==> src/rtl/srg_pkg.sv <==
// Package for the stepper ramp generator: widths, codes and shared types.
// Used by the channel interfaces, the serial divider and the top level.
package srg_pkg;

    localparam int POSITION_WIDTH_DEF = 32;
    localparam int TIME_WIDTH_DEF     = 32;

    localparam int OP_WIDTH        = 3;
    localparam int CFG_INDEX_WIDTH = 2;
    localparam int CFG_DATA_WIDTH  = 32;
    localparam int ACCEL_WIDTH     = 16;
    localparam int INTERVAL_WIDTH  = 32;
    localparam int FRAC_BITS       = 8;
    localparam int SPEED_WIDTH     = INTERVAL_WIDTH - FRAC_BITS;
    localparam int RAMP_WIDTH      = 32;
    localparam int STS_WIDTH       = 31;

    localparam int DIV_NUM_WIDTH   = 56;
    localparam int DIV_DEN_WIDTH   = INTERVAL_WIDTH + 2;
    localparam int DIV_COUNT_WIDTH = $clog2(DIV_NUM_WIDTH);

    localparam logic [DIV_NUM_WIDTH-1:0] STOP_NUM = 56'd32768000000000000;

    typedef enum logic [OP_WIDTH-1:0] {
        OP_TICK     = 3'd0,
        OP_MOVE_ABS = 3'd1,
        OP_MOVE_REL = 3'd2,
        OP_SET_POS  = 3'd3,
        OP_STOP     = 3'd4
    } op_t;

    typedef enum logic [CFG_INDEX_WIDTH-1:0] {
        CFG_ACCEL = 2'd0,
        CFG_FIRST = 2'd1,
        CFG_MIN   = 2'd2
    } cfg_index_t;

    typedef struct packed {
        logic                     start;
        logic [DIV_NUM_WIDTH-1:0] dividend;
        logic [DIV_DEN_WIDTH-1:0] divisor;
    } div_req_t;

    typedef struct packed {
        logic                     busy;
        logic                     done;
        logic [DIV_NUM_WIDTH-1:0] quotient;
    } div_rsp_t;

endpackage

==> src/rtl/srg_if.sv <==
// Valid/ready channel interfaces of the stepper ramp generator.
// Depends on srg_pkg for the field widths.
interface srg_in_if
    import srg_pkg::*;
#(
    parameter int PW = POSITION_WIDTH_DEF,
    parameter int TW = TIME_WIDTH_DEF
) ();
    logic                 valid;
    logic                 ready;
    logic [OP_WIDTH-1:0]  operation;
    logic [TW-1:0]        now_us;
    logic signed [PW-1:0] position_value;

    modport source (output valid, operation, now_us, position_value, input ready);
    modport sink (input valid, operation, now_us, position_value, output ready);
endinterface

interface srg_out_if
    import srg_pkg::*;
#(
    parameter int PW = POSITION_WIDTH_DEF
) ();
    logic                 valid;
    logic                 ready;
    logic                 step_pulse;
    logic                 step_direction;
    logic signed [PW-1:0] current_position;
    logic signed [PW-1:0] remaining_distance;
    logic                 moving;

    modport source (output valid, step_pulse, step_direction, current_position,
                    remaining_distance, moving, input ready);
    modport sink (input valid, step_pulse, step_direction, current_position,
                  remaining_distance, moving, output ready);
endinterface

interface srg_cfg_if
    import srg_pkg::*;
();
    logic                       valid;
    logic                       ready;
    logic [CFG_INDEX_WIDTH-1:0] reg_index;
    logic [CFG_DATA_WIDTH-1:0]  wdata;

    modport source (output valid, reg_index, wdata, input ready);
    modport sink (input valid, reg_index, wdata, output ready);
endinterface

==> src/rtl/srg_divider.sv <==
// Bit-serial restoring divider, one quotient bit per clock.
// Depends on srg_pkg for the request and response structs.
module srg_divider
    import srg_pkg::*;
(
    input  logic     clk,
    input  logic     rst_n,
    input  div_req_t req,
    output div_rsp_t rsp
);

    localparam logic [DIV_COUNT_WIDTH-1:0] LAST_COUNT = DIV_COUNT_WIDTH'(DIV_NUM_WIDTH - 1);

    logic                       busy_reg;
    logic                       done_reg;
    logic [DIV_COUNT_WIDTH-1:0] count_reg;
    logic [DIV_DEN_WIDTH-1:0]   rem_reg;
    logic [DIV_NUM_WIDTH-1:0]   quo_reg;
    logic [DIV_DEN_WIDTH-1:0]   den_reg;

    logic [DIV_DEN_WIDTH:0]     shifted;
    logic [DIV_DEN_WIDTH:0]     diff;
    logic                       fits;

    assign shifted = {rem_reg, quo_reg[DIV_NUM_WIDTH-1]};
    assign diff    = shifted - {1'b0, den_reg};
    assign fits    = shifted >= {1'b0, den_reg};

    always_ff @(posedge clk or negedge rst_n)
    begin
        if (!rst_n)
        begin
            busy_reg  <= 1'b0;
            done_reg  <= 1'b0;
            count_reg <= '0;
        end
        else if (req.start)
        begin
            busy_reg  <= 1'b1;
            done_reg  <= 1'b0;
            count_reg <= '0;
        end
        else if (busy_reg)
        begin
            count_reg <= count_reg + 1'b1;
            if (count_reg == LAST_COUNT)
            begin
                busy_reg <= 1'b0;
                done_reg <= 1'b1;
            end
        end
        else
        begin
            done_reg <= 1'b0;
        end
    end

    always_ff @(posedge clk)
    begin
        if (req.start)
        begin
            rem_reg <= '0;
            quo_reg <= req.dividend;
            den_reg <= req.divisor;
        end
        else if (busy_reg)
        begin
            rem_reg <= fits ? diff[DIV_DEN_WIDTH-1:0] : shifted[DIV_DEN_WIDTH-1:0];
            quo_reg <= {quo_reg[DIV_NUM_WIDTH-2:0], fits};
        end
    end

    assign rsp.busy     = busy_reg;
    assign rsp.done     = done_reg;
    assign rsp.quotient = quo_reg;

endmodule

==> src/rtl/stepper_ramp_generator.sv <==
// Top level of the stepper ramp generator: sequencer, state and result register.
// Depends on srg_pkg, the channel interfaces in srg_if and srg_divider.
//
// Each request is a timer tick or a motion command and yields one result. New speed
// calculations run through one shared bit-serial divider: three quotients for the
// stopping distance and one for the ramp update. A stop command can run the
// stopping distance calculation a second time for its new target.
// The result waits in an output register while the next request is taken in.
module stepper_ramp_generator
    import srg_pkg::*;
#(
    parameter int POSITION_WIDTH = POSITION_WIDTH_DEF,
    parameter int TIME_WIDTH     = TIME_WIDTH_DEF
)
(
    input logic        clk,
    input logic        rst_n,
    srg_cfg_if.sink    cfg,
    srg_in_if.sink     in_req,
    srg_out_if.source  out_res
);

    localparam int PW    = POSITION_WIDTH;
    localparam int TW    = TIME_WIDTH;
    localparam int CMP_W = PW + STS_WIDTH;

    typedef enum logic [8:0] {
        S_IDLE   = 9'b000000001,
        S_EXEC   = 9'b000000010,
        S_STS    = 9'b000000100,
        S_DIV    = 9'b000001000,
        S_STOPMV = 9'b000010000,
        S_DECIDE = 9'b000100000,
        S_RAMP   = 9'b001000000,
        S_APPLY  = 9'b010000000,
        S_FINISH = 9'b100000000
    } state_t;

    typedef enum logic [1:0] {
        K_STS1 = 2'd0,
        K_STS2 = 2'd1,
        K_STS3 = 2'd2,
        K_RAMP = 2'd3
    } div_kind_t;

    state_t                     state_reg, state_next;
    div_kind_t                  kind_reg, kind_next;
    logic [OP_WIDTH-1:0]        op_reg, op_next;
    logic [TW-1:0]              now_reg, now_next;
    logic [PW-1:0]              val_reg, val_next;

    logic [ACCEL_WIDTH-1:0]     acc_reg;
    logic [INTERVAL_WIDTH-1:0]  first_reg;
    logic [INTERVAL_WIDTH-1:0]  min_reg;

    logic [PW-1:0]              pos_reg, pos_next;
    logic [PW-1:0]              tgt_reg, tgt_next;
    logic [RAMP_WIDTH-1:0]      ri_reg, ri_next;
    logic [INTERVAL_WIDTH-1:0]  ifx_reg, ifx_next;
    logic [SPEED_WIDTH-1:0]     siu_reg, siu_next;
    logic [TW-1:0]              last_reg, last_next;
    logic                       dir_reg, dir_next;
    logic [STS_WIDTH-1:0]       sts_reg, sts_next;
    logic                       pulse_reg, pulse_next;
    logic                       stop_phase_reg, stop_phase_next;

    logic                       out_valid_reg, out_valid_next;
    logic                       out_pulse_reg;
    logic                       out_dir_reg;
    logic [PW-1:0]              out_pos_reg;
    logic [PW-1:0]              out_dist_reg;
    logic                       out_moving_reg;
    logic                       out_load;

    div_req_t                   div_req;
    div_rsp_t                   div_rsp;

    logic [PW-1:0]              delta;
    logic                       dist_neg;
    logic                       dist_nz;
    logic [PW-1:0]              mag;
    logic                       sts_ge_mag;
    logic                       ri_pos;
    logic                       ri_neg;
    logic [TW-1:0]              next_t;
    logic                       due;
    logic [PW-1:0]              step_pos;
    logic [ACCEL_WIDTH-1:0]     acc_eff;
    logic [STS_WIDTH-1:0]       q_sat;
    logic [RAMP_WIDTH-1:0]      ri_mag;
    logic [DIV_DEN_WIDTH-1:0]   ramp_den;
    logic [INTERVAL_WIDTH:0]    cn_sub;
    logic [INTERVAL_WIDTH:0]    cn_add;
    logic [INTERVAL_WIDTH-1:0]  cn_sat;
    logic [INTERVAL_WIDTH-1:0]  cn_clamp;
    logic [STS_WIDTH:0]         stop_len;
    logic [PW-1:0]              stop_len_pw;
    logic [PW-1:0]              stop_tgt;
    logic [PW-1:0]              rel_tgt;

    srg_divider u_divider (
        .clk   (clk),
        .rst_n (rst_n),
        .req   (div_req),
        .rsp   (div_rsp)
    );

    assign cfg.ready = 1'b1;

    always_ff @(posedge clk or negedge rst_n)
    begin
        if (!rst_n)
        begin
            acc_reg   <= ACCEL_WIDTH'(1);
            first_reg <= '0;
            min_reg   <= INTERVAL_WIDTH'(256);
        end
        else if (cfg.valid)
        begin
            unique case (cfg.reg_index)
                CFG_ACCEL: acc_reg   <= cfg.wdata[ACCEL_WIDTH-1:0];
                CFG_FIRST: first_reg <= cfg.wdata[INTERVAL_WIDTH-1:0];
                CFG_MIN:   min_reg   <= cfg.wdata[INTERVAL_WIDTH-1:0];
                default:   ;
            endcase
        end
    end

    assign delta      = tgt_reg - pos_reg;
    assign dist_neg   = delta[PW-1];
    assign dist_nz    = |delta;
    assign mag        = dist_neg ? (PW'(0) - delta) : delta;
    assign sts_ge_mag = CMP_W'(sts_reg) >= CMP_W'(mag);
    assign ri_pos     = (|ri_reg) && !ri_reg[RAMP_WIDTH-1];
    assign ri_neg     = ri_reg[RAMP_WIDTH-1];

    assign next_t   = last_reg + TW'(siu_reg);
    assign due      = (next_t >= last_reg) ? ((now_reg >= next_t) || (now_reg < last_reg))
                                           : ((now_reg >= next_t) && (now_reg < last_reg));
    assign step_pos = dir_reg ? (pos_reg + PW'(1)) : (pos_reg - PW'(1));

    assign acc_eff  = (acc_reg == '0) ? ACCEL_WIDTH'(1) : acc_reg;
    assign q_sat    = (|div_rsp.quotient[DIV_NUM_WIDTH-1:STS_WIDTH]) ? '1
                                                             : div_rsp.quotient[STS_WIDTH-1:0];

    assign ri_mag   = RAMP_WIDTH'(0) - ri_reg;
    assign ramp_den = ri_neg ? ({ri_mag, 2'b00} - DIV_DEN_WIDTH'(1)) : {ri_reg, 2'b01};

    assign cn_sub   = {1'b0, ifx_reg} - div_rsp.quotient[INTERVAL_WIDTH:0];
    assign cn_add   = {1'b0, ifx_reg} + div_rsp.quotient[INTERVAL_WIDTH:0];
    assign cn_sat   = ri_neg ? (cn_add[INTERVAL_WIDTH] ? '1 : cn_add[INTERVAL_WIDTH-1:0])
                             : cn_sub[INTERVAL_WIDTH-1:0];
    assign cn_clamp = (cn_sat < min_reg) ? min_reg : cn_sat;

    assign stop_len    = {1'b0, sts_reg} + (STS_WIDTH + 1)'(1);
    assign stop_len_pw = PW'(stop_len);
    assign stop_tgt    = dir_reg ? (pos_reg + stop_len_pw) : (pos_reg - stop_len_pw);
    assign rel_tgt     = pos_reg + val_reg;

    assign in_req.ready = (state_reg == S_IDLE);
    assign out_load     = (state_reg == S_FINISH) && (!out_valid_reg || out_res.ready);

    always_comb
    begin
        state_next      = state_reg;
        kind_next       = kind_reg;
        op_next         = op_reg;
        now_next        = now_reg;
        val_next        = val_reg;
        pos_next        = pos_reg;
        tgt_next        = tgt_reg;
        ri_next         = ri_reg;
        ifx_next        = ifx_reg;
        siu_next        = siu_reg;
        last_next       = last_reg;
        dir_next        = dir_reg;
        sts_next        = sts_reg;
        pulse_next      = pulse_reg;
        stop_phase_next = stop_phase_reg;
        div_req         = '0;

        unique case (state_reg)
            S_IDLE:
            begin
                if (in_req.valid)
                begin
                    op_next    = in_req.operation;
                    now_next   = in_req.now_us;
                    val_next   = in_req.position_value;
                    pulse_next = 1'b0;
                    state_next = S_EXEC;
                end
            end
            S_EXEC:
            begin
                state_next      = S_FINISH;
                stop_phase_next = 1'b0;
                unique case (op_reg)
                    OP_TICK:
                    begin
                        if ((siu_reg != '0) && due)
                        begin
                            pos_next   = step_pos;
                            last_next  = now_reg;
                            pulse_next = 1'b1;
                            state_next = S_STS;
                        end
                    end
                    OP_MOVE_ABS:
                    begin
                        if (tgt_reg != val_reg)
                        begin
                            tgt_next   = val_reg;
                            state_next = S_STS;
                        end
                    end
                    OP_MOVE_REL:
                    begin
                        if (tgt_reg != rel_tgt)
                        begin
                            tgt_next   = rel_tgt;
                            state_next = S_STS;
                        end
                    end
                    OP_SET_POS:
                    begin
                        pos_next = val_reg;
                        tgt_next = val_reg;
                        ri_next  = '0;
                        siu_next = '0;
                    end
                    OP_STOP:
                    begin
                        if ((siu_reg != '0) && (ifx_reg != '0))
                        begin
                            stop_phase_next = 1'b1;
                            state_next      = S_STS;
                        end
                    end
                    default: ;
                endcase
            end
            S_STS:
            begin
                if ((siu_reg == '0) || (ifx_reg == '0))
                begin
                    sts_next   = '0;
                    state_next = stop_phase_reg ? S_STOPMV : S_DECIDE;
                end
                else
                begin
                    div_req.start    = 1'b1;
                    div_req.dividend = STOP_NUM;
                    div_req.divisor  = DIV_DEN_WIDTH'(ifx_reg);
                    kind_next        = K_STS1;
                    state_next       = S_DIV;
                end
            end
            S_DIV:
            begin
                if (div_rsp.done)
                begin
                    unique case (kind_reg)
                        K_STS1:
                        begin
                            div_req.start    = 1'b1;
                            div_req.dividend = div_rsp.quotient;
                            div_req.divisor  = DIV_DEN_WIDTH'(ifx_reg);
                            kind_next        = K_STS2;
                        end
                        K_STS2:
                        begin
                            div_req.start    = 1'b1;
                            div_req.dividend = div_rsp.quotient;
                            div_req.divisor  = DIV_DEN_WIDTH'(acc_eff);
                            kind_next        = K_STS3;
                        end
                        K_STS3:
                        begin
                            sts_next   = q_sat;
                            state_next = stop_phase_reg ? S_STOPMV : S_DECIDE;
                        end
                        K_RAMP:
                        begin
                            state_next = S_APPLY;
                        end
                        default: ;
                    endcase
                end
            end
            S_STOPMV:
            begin
                state_next = S_FINISH;
                if (tgt_reg != stop_tgt)
                begin
                    tgt_next        = stop_tgt;
                    stop_phase_next = 1'b0;
                    state_next      = S_STS;
                end
            end
            S_DECIDE:
            begin
                if (!dist_nz && (sts_reg <= STS_WIDTH'(1)))
                begin
                    siu_next   = '0;
                    ri_next    = '0;
                    state_next = S_FINISH;
                end
                else
                begin
                    if (dist_nz)
                    begin
                        if (ri_pos && (sts_ge_mag || (dir_reg != !dist_neg)))
                        begin
                            ri_next = RAMP_WIDTH'(0) - RAMP_WIDTH'(sts_reg);
                        end
                        else if (ri_neg && !sts_ge_mag && (dir_reg == !dist_neg))
                        begin
                            ri_next = ri_mag;
                        end
                    end
                    state_next = S_RAMP;
                end
            end
            S_RAMP:
            begin
                if (ri_reg == '0)
                begin
                    ifx_next   = first_reg;
                    dir_next   = dist_nz && !dist_neg;
                    ri_next    = RAMP_WIDTH'(1);
                    siu_next   = first_reg[INTERVAL_WIDTH-1:FRAC_BITS];
                    state_next = S_FINISH;
                end
                else
                begin
                    div_req.start    = 1'b1;
                    div_req.dividend = DIV_NUM_WIDTH'({ifx_reg, 1'b0});
                    div_req.divisor  = ramp_den;
                    kind_next        = K_RAMP;
                    state_next       = S_DIV;
                end
            end
            S_APPLY:
            begin
                ifx_next   = cn_clamp;
                ri_next    = ri_reg + RAMP_WIDTH'(1);
                siu_next   = cn_clamp[INTERVAL_WIDTH-1:FRAC_BITS];
                state_next = S_FINISH;
            end
            S_FINISH:
            begin
                if (out_load)
                begin
                    state_next = S_IDLE;
                end
            end
            default:
            begin
                state_next = S_IDLE;
            end
        endcase
    end

    always_ff @(posedge clk or negedge rst_n)
    begin
        if (!rst_n)
        begin
            state_reg      <= S_IDLE;
            kind_reg       <= K_STS1;
            pos_reg        <= '0;
            tgt_reg        <= '0;
            ri_reg         <= '0;
            ifx_reg        <= '0;
            siu_reg        <= '0;
            last_reg       <= '0;
            dir_reg        <= 1'b0;
            sts_reg        <= '0;
            pulse_reg      <= 1'b0;
            stop_phase_reg <= 1'b0;
            out_valid_reg  <= 1'b0;
        end
        else
        begin
            state_reg      <= state_next;
            kind_reg       <= kind_next;
            pos_reg        <= pos_next;
            tgt_reg        <= tgt_next;
            ri_reg         <= ri_next;
            ifx_reg        <= ifx_next;
            siu_reg        <= siu_next;
            last_reg       <= last_next;
            dir_reg        <= dir_next;
            sts_reg        <= sts_next;
            pulse_reg      <= pulse_next;
            stop_phase_reg <= stop_phase_next;
            out_valid_reg  <= out_valid_next;
        end
    end

    always_comb
    begin
        out_valid_next = out_valid_reg && !out_res.ready;
        if (out_load)
        begin
            out_valid_next = 1'b1;
        end
    end

    always_ff @(posedge clk)
    begin
        op_reg  <= op_next;
        now_reg <= now_next;
        val_reg <= val_next;
        if (out_load)
        begin
            out_pulse_reg  <= pulse_reg;
            out_dir_reg    <= dir_reg;
            out_pos_reg    <= pos_reg;
            out_dist_reg   <= delta;
            out_moving_reg <= (siu_reg != '0);
        end
    end

    assign out_res.valid              = out_valid_reg;
    assign out_res.step_pulse         = out_pulse_reg;
    assign out_res.step_direction     = out_dir_reg;
    assign out_res.current_position   = out_pos_reg;
    assign out_res.remaining_distance = out_dist_reg;
    assign out_res.moving             = out_moving_reg;

`ifndef SYNTHESIS
    a_div_start_idle: assert property (@(posedge clk) disable iff (!rst_n)
        div_req.start |-> !div_rsp.busy)
        else $error("Divider started while a division is running.");

    a_div_wait_active: assert property (@(posedge clk) disable iff (!rst_n)
        (state_reg == S_DIV) |-> (div_rsp.busy || div_rsp.done))
        else $error("Sequencer waits on a divider that is not running.");

    a_interval_clamped: assert property (@(posedge clk) disable iff (!rst_n)
        (state_reg == S_APPLY) |=> (ifx_reg >= min_reg))
        else $error("Ramp update left the interval below the minimum.");
`endif

endmodule

==> src/flat_wrapper.sv <==
// flat-port wrapper written by rule: the top's interface ports become plain ports
module stepper_ramp_generator_flat import srg_pkg::*;
#(
    parameter int POSITION_WIDTH = POSITION_WIDTH_DEF,
    parameter int TIME_WIDTH     = TIME_WIDTH_DEF
)
  (clk, rst_n, cfg_valid, cfg_reg_index, cfg_wdata, cfg_ready, in_req_valid, in_req_operation, in_req_now_us, in_req_position_value, in_req_ready, out_res_valid, out_res_step_pulse, out_res_step_direction, out_res_current_position, out_res_remaining_distance, out_res_moving, out_res_ready);
  srg_cfg_if cfg_i ();
  srg_in_if in_req_i ();
  srg_out_if out_res_i ();
  input logic clk;
  input logic rst_n;
  input wire logic [$bits(cfg_i.valid)-1:0] cfg_valid;
  input wire logic [$bits(cfg_i.reg_index)-1:0] cfg_reg_index;
  input wire logic [$bits(cfg_i.wdata)-1:0] cfg_wdata;
  output wire logic [$bits(cfg_i.ready)-1:0] cfg_ready;
  input wire logic [$bits(in_req_i.valid)-1:0] in_req_valid;
  input wire logic [$bits(in_req_i.operation)-1:0] in_req_operation;
  input wire logic [$bits(in_req_i.now_us)-1:0] in_req_now_us;
  input wire logic [$bits(in_req_i.position_value)-1:0] in_req_position_value;
  output wire logic [$bits(in_req_i.ready)-1:0] in_req_ready;
  output wire logic [$bits(out_res_i.valid)-1:0] out_res_valid;
  output wire logic [$bits(out_res_i.step_pulse)-1:0] out_res_step_pulse;
  output wire logic [$bits(out_res_i.step_direction)-1:0] out_res_step_direction;
  output wire logic [$bits(out_res_i.current_position)-1:0] out_res_current_position;
  output wire logic [$bits(out_res_i.remaining_distance)-1:0] out_res_remaining_distance;
  output wire logic [$bits(out_res_i.moving)-1:0] out_res_moving;
  input wire logic [$bits(out_res_i.ready)-1:0] out_res_ready;
  assign cfg_i.valid = cfg_valid;
  assign cfg_i.reg_index = cfg_reg_index;
  assign cfg_i.wdata = cfg_wdata;
  assign cfg_ready = cfg_i.ready;
  assign in_req_i.valid = in_req_valid;
  assign in_req_i.operation = in_req_operation;
  assign in_req_i.now_us = in_req_now_us;
  assign in_req_i.position_value = in_req_position_value;
  assign in_req_ready = in_req_i.ready;
  assign out_res_valid = out_res_i.valid;
  assign out_res_step_pulse = out_res_i.step_pulse;
  assign out_res_step_direction = out_res_i.step_direction;
  assign out_res_current_position = out_res_i.current_position;
  assign out_res_remaining_distance = out_res_i.remaining_distance;
  assign out_res_moving = out_res_i.moving;
  assign out_res_i.ready = out_res_ready;
  stepper_ramp_generator #(.POSITION_WIDTH(POSITION_WIDTH), .TIME_WIDTH(TIME_WIDTH)) u_core (.clk(clk), .rst_n(rst_n), .cfg(cfg_i), .in_req(in_req_i), .out_res(out_res_i));
endmodule
==> config.mk <==
export PLATFORM = sky130hd
export DESIGN_NAME = stepper_ramp_generator_flat
export DESIGN_NICKNAME = d
export VERILOG_FILES = /design/src/rtl/srg_pkg.sv /design/src/rtl/srg_if.sv /design/src/rtl/srg_divider.sv /design/src/rtl/stepper_ramp_generator.sv /design/src/flat_wrapper.sv
export SDC_FILE = /design/constraint.sdc
export NUM_CORES = 2
export LEC_CHECK = 0
export BUFFER_PORTS_ARGS = -buffer_cell sky130_fd_sc_hd__buf_2
export CORE_AREA = 2 2 191 380
export DETAILED_ROUTE_END_ITERATION = 6
export DIE_AREA = 0 0 193 382
export PLACE_DENSITY = 0.95
export SLEW_MARGIN = 10
export SYNTH_ARGS = -nofsm -noshare
export SYNTH_HDL_FRONTEND = slang
export SYNTH_SLANG_ARGS = --single-unit
export TNS_END_PERCENT = 100
==> constraint.sdc <==
create_clock -name clk -period 16.46 [get_ports clk]
set_clock_uncertainty 0.1 [all_clocks]
set_input_delay 0.823 -clock clk [delete_from_list [all_inputs] [get_ports clk]]
set_output_delay 0.823 -clock clk [all_outputs]
set_load 0.02 [all_outputs]
==> results of run 1 <==
-- cell usage after synthesis, types with 41 or more instances --
cell type	instances
mux2_2	125
nand3_1	114
nand4_1	77
dfrtp_1	315
ha_1	403
clkbuf_1	252
a31oi_1	68
o31ai_1	41
a211oi_1	75
o211ai_1	58
edfxtp_1	224
nor3_1	137
nor2_1	459
xnor2_1	321
mux2i_1	63
and3_1	66
nor4_1	66
nand2_1	494
o21ai_0	399
inv_1	305
nand2b_1	57
nor2b_1	45
a21oi_1	397
a21o_1	151
xor2_1	155
-- metal layers --
layer  global-route usage  GRT overflow
met2                0.876            12
met5               0.0103             0
met1                0.562             0
met3                0.305             0
met4                0.676            11
-- per-stage QoR --
| step | cell area, sq um | hold slack [ps] | util |
|---|---|---|---|
| floorplan | 48400 | 317 | - |
| global placement | 49900 | 368 | 0.705 |
| detailed placement | 49900 | 359 | 0.705 |
| CTS | 51900 | 52.6 | 0.733 |
-- cell families after synthesis --
| kind of cell | count (synthesis) |
|---|---|
| muxes | 196 |
| buffers and inverters | 609 |
| adders and majority gates | 411 |
| DFF | 576 |
| other | 1 |
| AOI/OAI and AO/OA | 1624 |
| xor gates and xnor gates | 480 |
| and+or+nand+nor | 1749 |
==> metrics.txt, run 1 <==
Tool Error [ERROR GRT-0116] Global routing finished with congestion. Check the congestion regions in the DRC Viewer.; CTS Hold Buffers Added 0; ys async rst share 0.552; total CTS buffers 55; Ys Warns 0; Syn Nets 6163; Post-Synth Simple-Gate Area 0.178; flop and latch count out of synthesis around 580; PortBufs 174; row count 138; post-synthesis mux area share 0.0446; status stopped before the end; deepest level of the CTS H-tree 2; Root Buffer clkbuf_16; Synth Area in Compound Gates 0.217; Tot GR Track Use 0.600; number of synthesized flops with an enable pin 224; Synth top area share 0.163; clock sink count 576; first-pass GRT wire length roughly 330000 um; I/O pin cnt 176; sequential-to-total area share from yosys stat 0.317; Synth Instances 5646; largest net degree at the start of global routing 90; Stop stage global routing; # Post-CTS Setup Buffers 0; Inst Count DP 6501; post-synth cell types 112; main combinational cell family by area after synthesis compound AO/OA/AOI/OAI gates; Initial Util 0.684; vias in the first global route 51.6k; post-cts resize count 0; Top FF cell, synth dfrtp_1; Yosys top cell by area dfrtp_1; Max clock buf depth 3; adder-cell share of the synthesized area 0.107; gr ovfl total 23; GP Congestion 1.15; HPWL Detailed 149000 um; Synth Area in XOR/XNOR 0.0880; Die Wd about 190 um; Avg Synthesized Cell Area 8.58 sq um; top area cells in the synthesized netlist dfrtp_1, edfxtp_1, ha_1; Die Ht 382 um; pre-CTS setup slack between 7000 and 8000 ps; Cell Area, Synth between 40000 and 50000 sq um
==> run 2, diff against run 1 <==
--- a/config.mk
+++ b/config.mk
@@ -6,10 +6,10 @@
 export NUM_CORES = 2
 export LEC_CHECK = 0
 export BUFFER_PORTS_ARGS = -buffer_cell sky130_fd_sc_hd__buf_2
-export CORE_AREA = 2 2 191 380
+export CORE_AREA = 2 2 351 353
 export DETAILED_ROUTE_END_ITERATION = 6
-export DIE_AREA = 0 0 193 382
-export PLACE_DENSITY = 0.95
+export DIE_AREA = 0 0 353 355
+export PLACE_DENSITY_LB_ADDON = 0.15
 export SLEW_MARGIN = 10
 export SYNTH_ARGS = -nofsm -noshare
 export SYNTH_HDL_FRONTEND = slang
==> metrics.txt, run 2 <==
Arrival @ worst endpoint just under 9000 ps; WP data required 17000 ps; WHS Endpoint u_core.now_reg[14]; flop and latch count out of synthesis 576 (unchanged); Worst-path clk slew ~60 ps; max reg flops 56; initial antenna violation count 6; GR Util met1 0.387; Commonest cells post-synth nand2_1, nor2_1, ha_1; sequential-to-total area share from yosys stat 0.317 (unchanged); CTS tree yes; HPWL Detailed 133000 um (-10%); # Post-CTS Setup Buffers 0 (unchanged); crit path launch type flop; status finished, final reports clean; Fin Setup TNS 0 ps; Syn Nets 6163 (unchanged); Tot GR Track Use 0.270; commonest non-fill, non-tap cell in the layout nand2_1; DR DRC count 0; core area roughly 120000 sq um; Lkg Pwr between 20 and 25 nW; Fin. Hold Viols 0; die footprint 125000 sq um; Worst Hold Depth 1; top area cells in the synthesized netlist dfrtp_1, edfxtp_1, ha_1; Hold Slack 199 ps; Synth top area share 0.163 (unchanged); Min Clock Period, post-route 8230 ps; Worst R2R Setup Slack 8230 ps; Routed Antenna Nets 0; layout cell share with drive strength beyond 1 0.102; number of synthesized flops with an enable pin 224 (unchanged); Pre-antenna DRT Iters 6; Slew Viols, Final 0; CTS Hold Buffers Added 1 (+1); Worst Tran Pin Value 1390 ps; worst vdd ir approximately 0.00016 V; PortBufs 174 (unchanged); Root Buffer clkbuf_16; Initial Util 0.399 (-0.285); setup ws final around 8200 ps; Yosys top cell by area dfrtp_1; GP Congestion 0.985 (-15%); Die Ht 355 um (-7.1%); Vias/cell 5.92; Cell Area, Synth 48400 sq um (unchanged); Via Count around 43k; deepest level of the CTS H-tree 3 (+1); Ys Warns 0 (unchanged); Top FF cell, synth dfrtp_1; dominant cell by count in the synthesized netlist nand2_1; I/O pin cnt 176 (unchanged); type of the worst setup path flop to flop; vias in the first global route 41.0k; row count 128 (-7.2%); worst r2r path cells 27; hold path start in_req_now_us[14]; RSZ-0062 raised after global routing no; Wirelength per Cell 23.5 um; Slew HR 0.0515; Synth Instances 5646 (unchanged); gr ovfl total 0; GR Layer Usage met2 0.410; worst reg2reg path startpoint u_core.ifx_reg[0]; class of the most critical hold timing path primary input to flop; Fmax 0.122 GHz; clock sink count 576 (unchanged); fin nets 6169; post-cts resize count 0 (unchanged); Fillers 12.2k; DR iter-0 viols 3909; Max clock buf depth 3 (unchanged); clock insertion delay at the later pin of the skew report approximately 700 ps; post-synth cell types 112 (unchanged); Die Wd 353 um (+83%); PD cells 195 nW/um^2; Final Setup Violations 0; global route hottest layer met2; Layout Area Growth over Synthesis 9.87%; Tcrit/Tclk final 0.500; highest-count cells in the layout ignoring fill and taps nand2_1, nor2_1, ha_1; total CTS buffers 73 (+33%); Avg Synthesized Cell Area 8.58 sq um (unchanged); CP max FO 15; endpoint of the worst register-to-register path u_core.siu_reg[22]; Worst setup EP type flop; pre-CTS setup slack 8290 ps (+393 ps); ys async rst share 0.552 (unchanged); met3 Use GR 0.0419; max cap viols 0; first-pass GRT wire length 261000 um; largest net degree at the start of global routing 83; WL final 172000 um
-- run 2: cell counts after synthesis --
No cell type changed its count.
-- run 2: how the worst max path moves through the flow --
| stage | to | cells past startpoint | from | slack (ps) |
|---|---|---|---|---|
| 5_1_grt | u_core.siu_reg[22] | 26 | u_core.ifx_reg[1] | 7540 |
| 3_5_place_dp | u_core.ifx_reg[29] | 29 | u_core.ifx_reg[0] | 8290 |
| 4_1_cts | u_core.ifx_reg[29] | 29 | u_core.ifx_reg[0] | 8290 |
| 6_report | u_core.siu_reg[22] | 27 | u_core.ifx_reg[0] | 8230 |
| 3_3_place_gp | u_core.ri_reg[31] | 27 | u_core.pos_reg[1] | 8450 |
| 2_1_floorplan | u_core.u_divider.quo_reg[0] | 14 | u_core.ri_reg[0] | 9210 |
-- run 2: per-layer routing --
metal  wire length (um)  share of wire  vias up
met5                 13       0.000075        -
met4               6260          0.036        2
met3              11900          0.069      225
met2              74700           0.43     1502
met1              79400           0.46    21100
li1                   -              -    20600
-- run 2: layout make-up --
class | instances | area, sq um | share of cell area
timing repair buffer | 231 | 1310 | 0.0246
sequential | 576 | 15400 | 0.289
tap | 1625 | 2030 | 0.0382
clock inverter | 41 | 488 | 0.00917
clock buffer | 92 | 1990 | 0.0374
multi-input combinational | 4461 | 30800 | 0.580
inverter | 309 | 1160 | 0.0218
antenna | 4 | 10.0 | 0.000188
-- run 2: per-stage QoR --
| step | std cells | area (sq um) | util | total power, mW |
|---|---|---|---|---|
| 2_1_floorplan | 5646 | 48400 | - | 6.64 |
| 3_3_place_gp | 7201 | 50700 | 0.418 | 8.52 |
| 3_5_place_dp | 7201 | 50700 | 0.418 | 8.51 |
| 4_1_cts | 7335 | 53200 | 0.438 | 10.3 |
| 5_1_grt | 7335 | 53200 | 0.438 | 11.1 |
| 6_report | 7339 | 53200 | 0.438 | 10.4 |
-- run 2: kinds of logic (layout without fill, tap and decap cells) --
logic type | after synthesis | in the layout | synth area share
adders and majority gates | 411 | 411 | 0.107
other | 1 | 5 | 0.0000774
buffers and inverters | 609 | 673 | 0.0481
and+or+nand+nor | 1749 | 1749 | 0.178
xor gates and xnor gates | 480 | 480 | 0.0880
muxes | 196 | 196 | 0.0446
AOI/OAI and AO/OA | 1624 | 1624 | 0.217
DFF | 576 | 576 | 0.317
-- run 2: power by group --
group | leakage [nW] | switching [mW] | internal [mW] | total, mW
combinational | 15.1 | 3.97 | 2.45 | 6.42
clock | 1.20 | 0.703 | 1.00 | 1.71
sequential | 6.38 | 0.418 | 1.83 | 2.25
-- run 2: worst max-delay path, stage by stage, from the launching register on --
cell and delay, ps:
dfrtp_1 440, ha_1 200, inv_1 60, fa_1 400, o21ba_2 220, or4_1 420
o2111ai_1 160, a21oi_1 180, nor3b_2 270, o21ai_0 220, a2111oi_4 590, nor4b_1 160
nor4_1 710, o221ai_1 350, ha_1 380, and4_1 190, nand3_1 120, nor4_1 690
o21ai_0 190, nand2_1 110, a31oi_1 60, and4b_1 230, nand4_1 330, nand2_1 420
buf_4 340, or4_1 410, a21o_1 180, nand2_1 60
(Power assumes the default switching activity.)
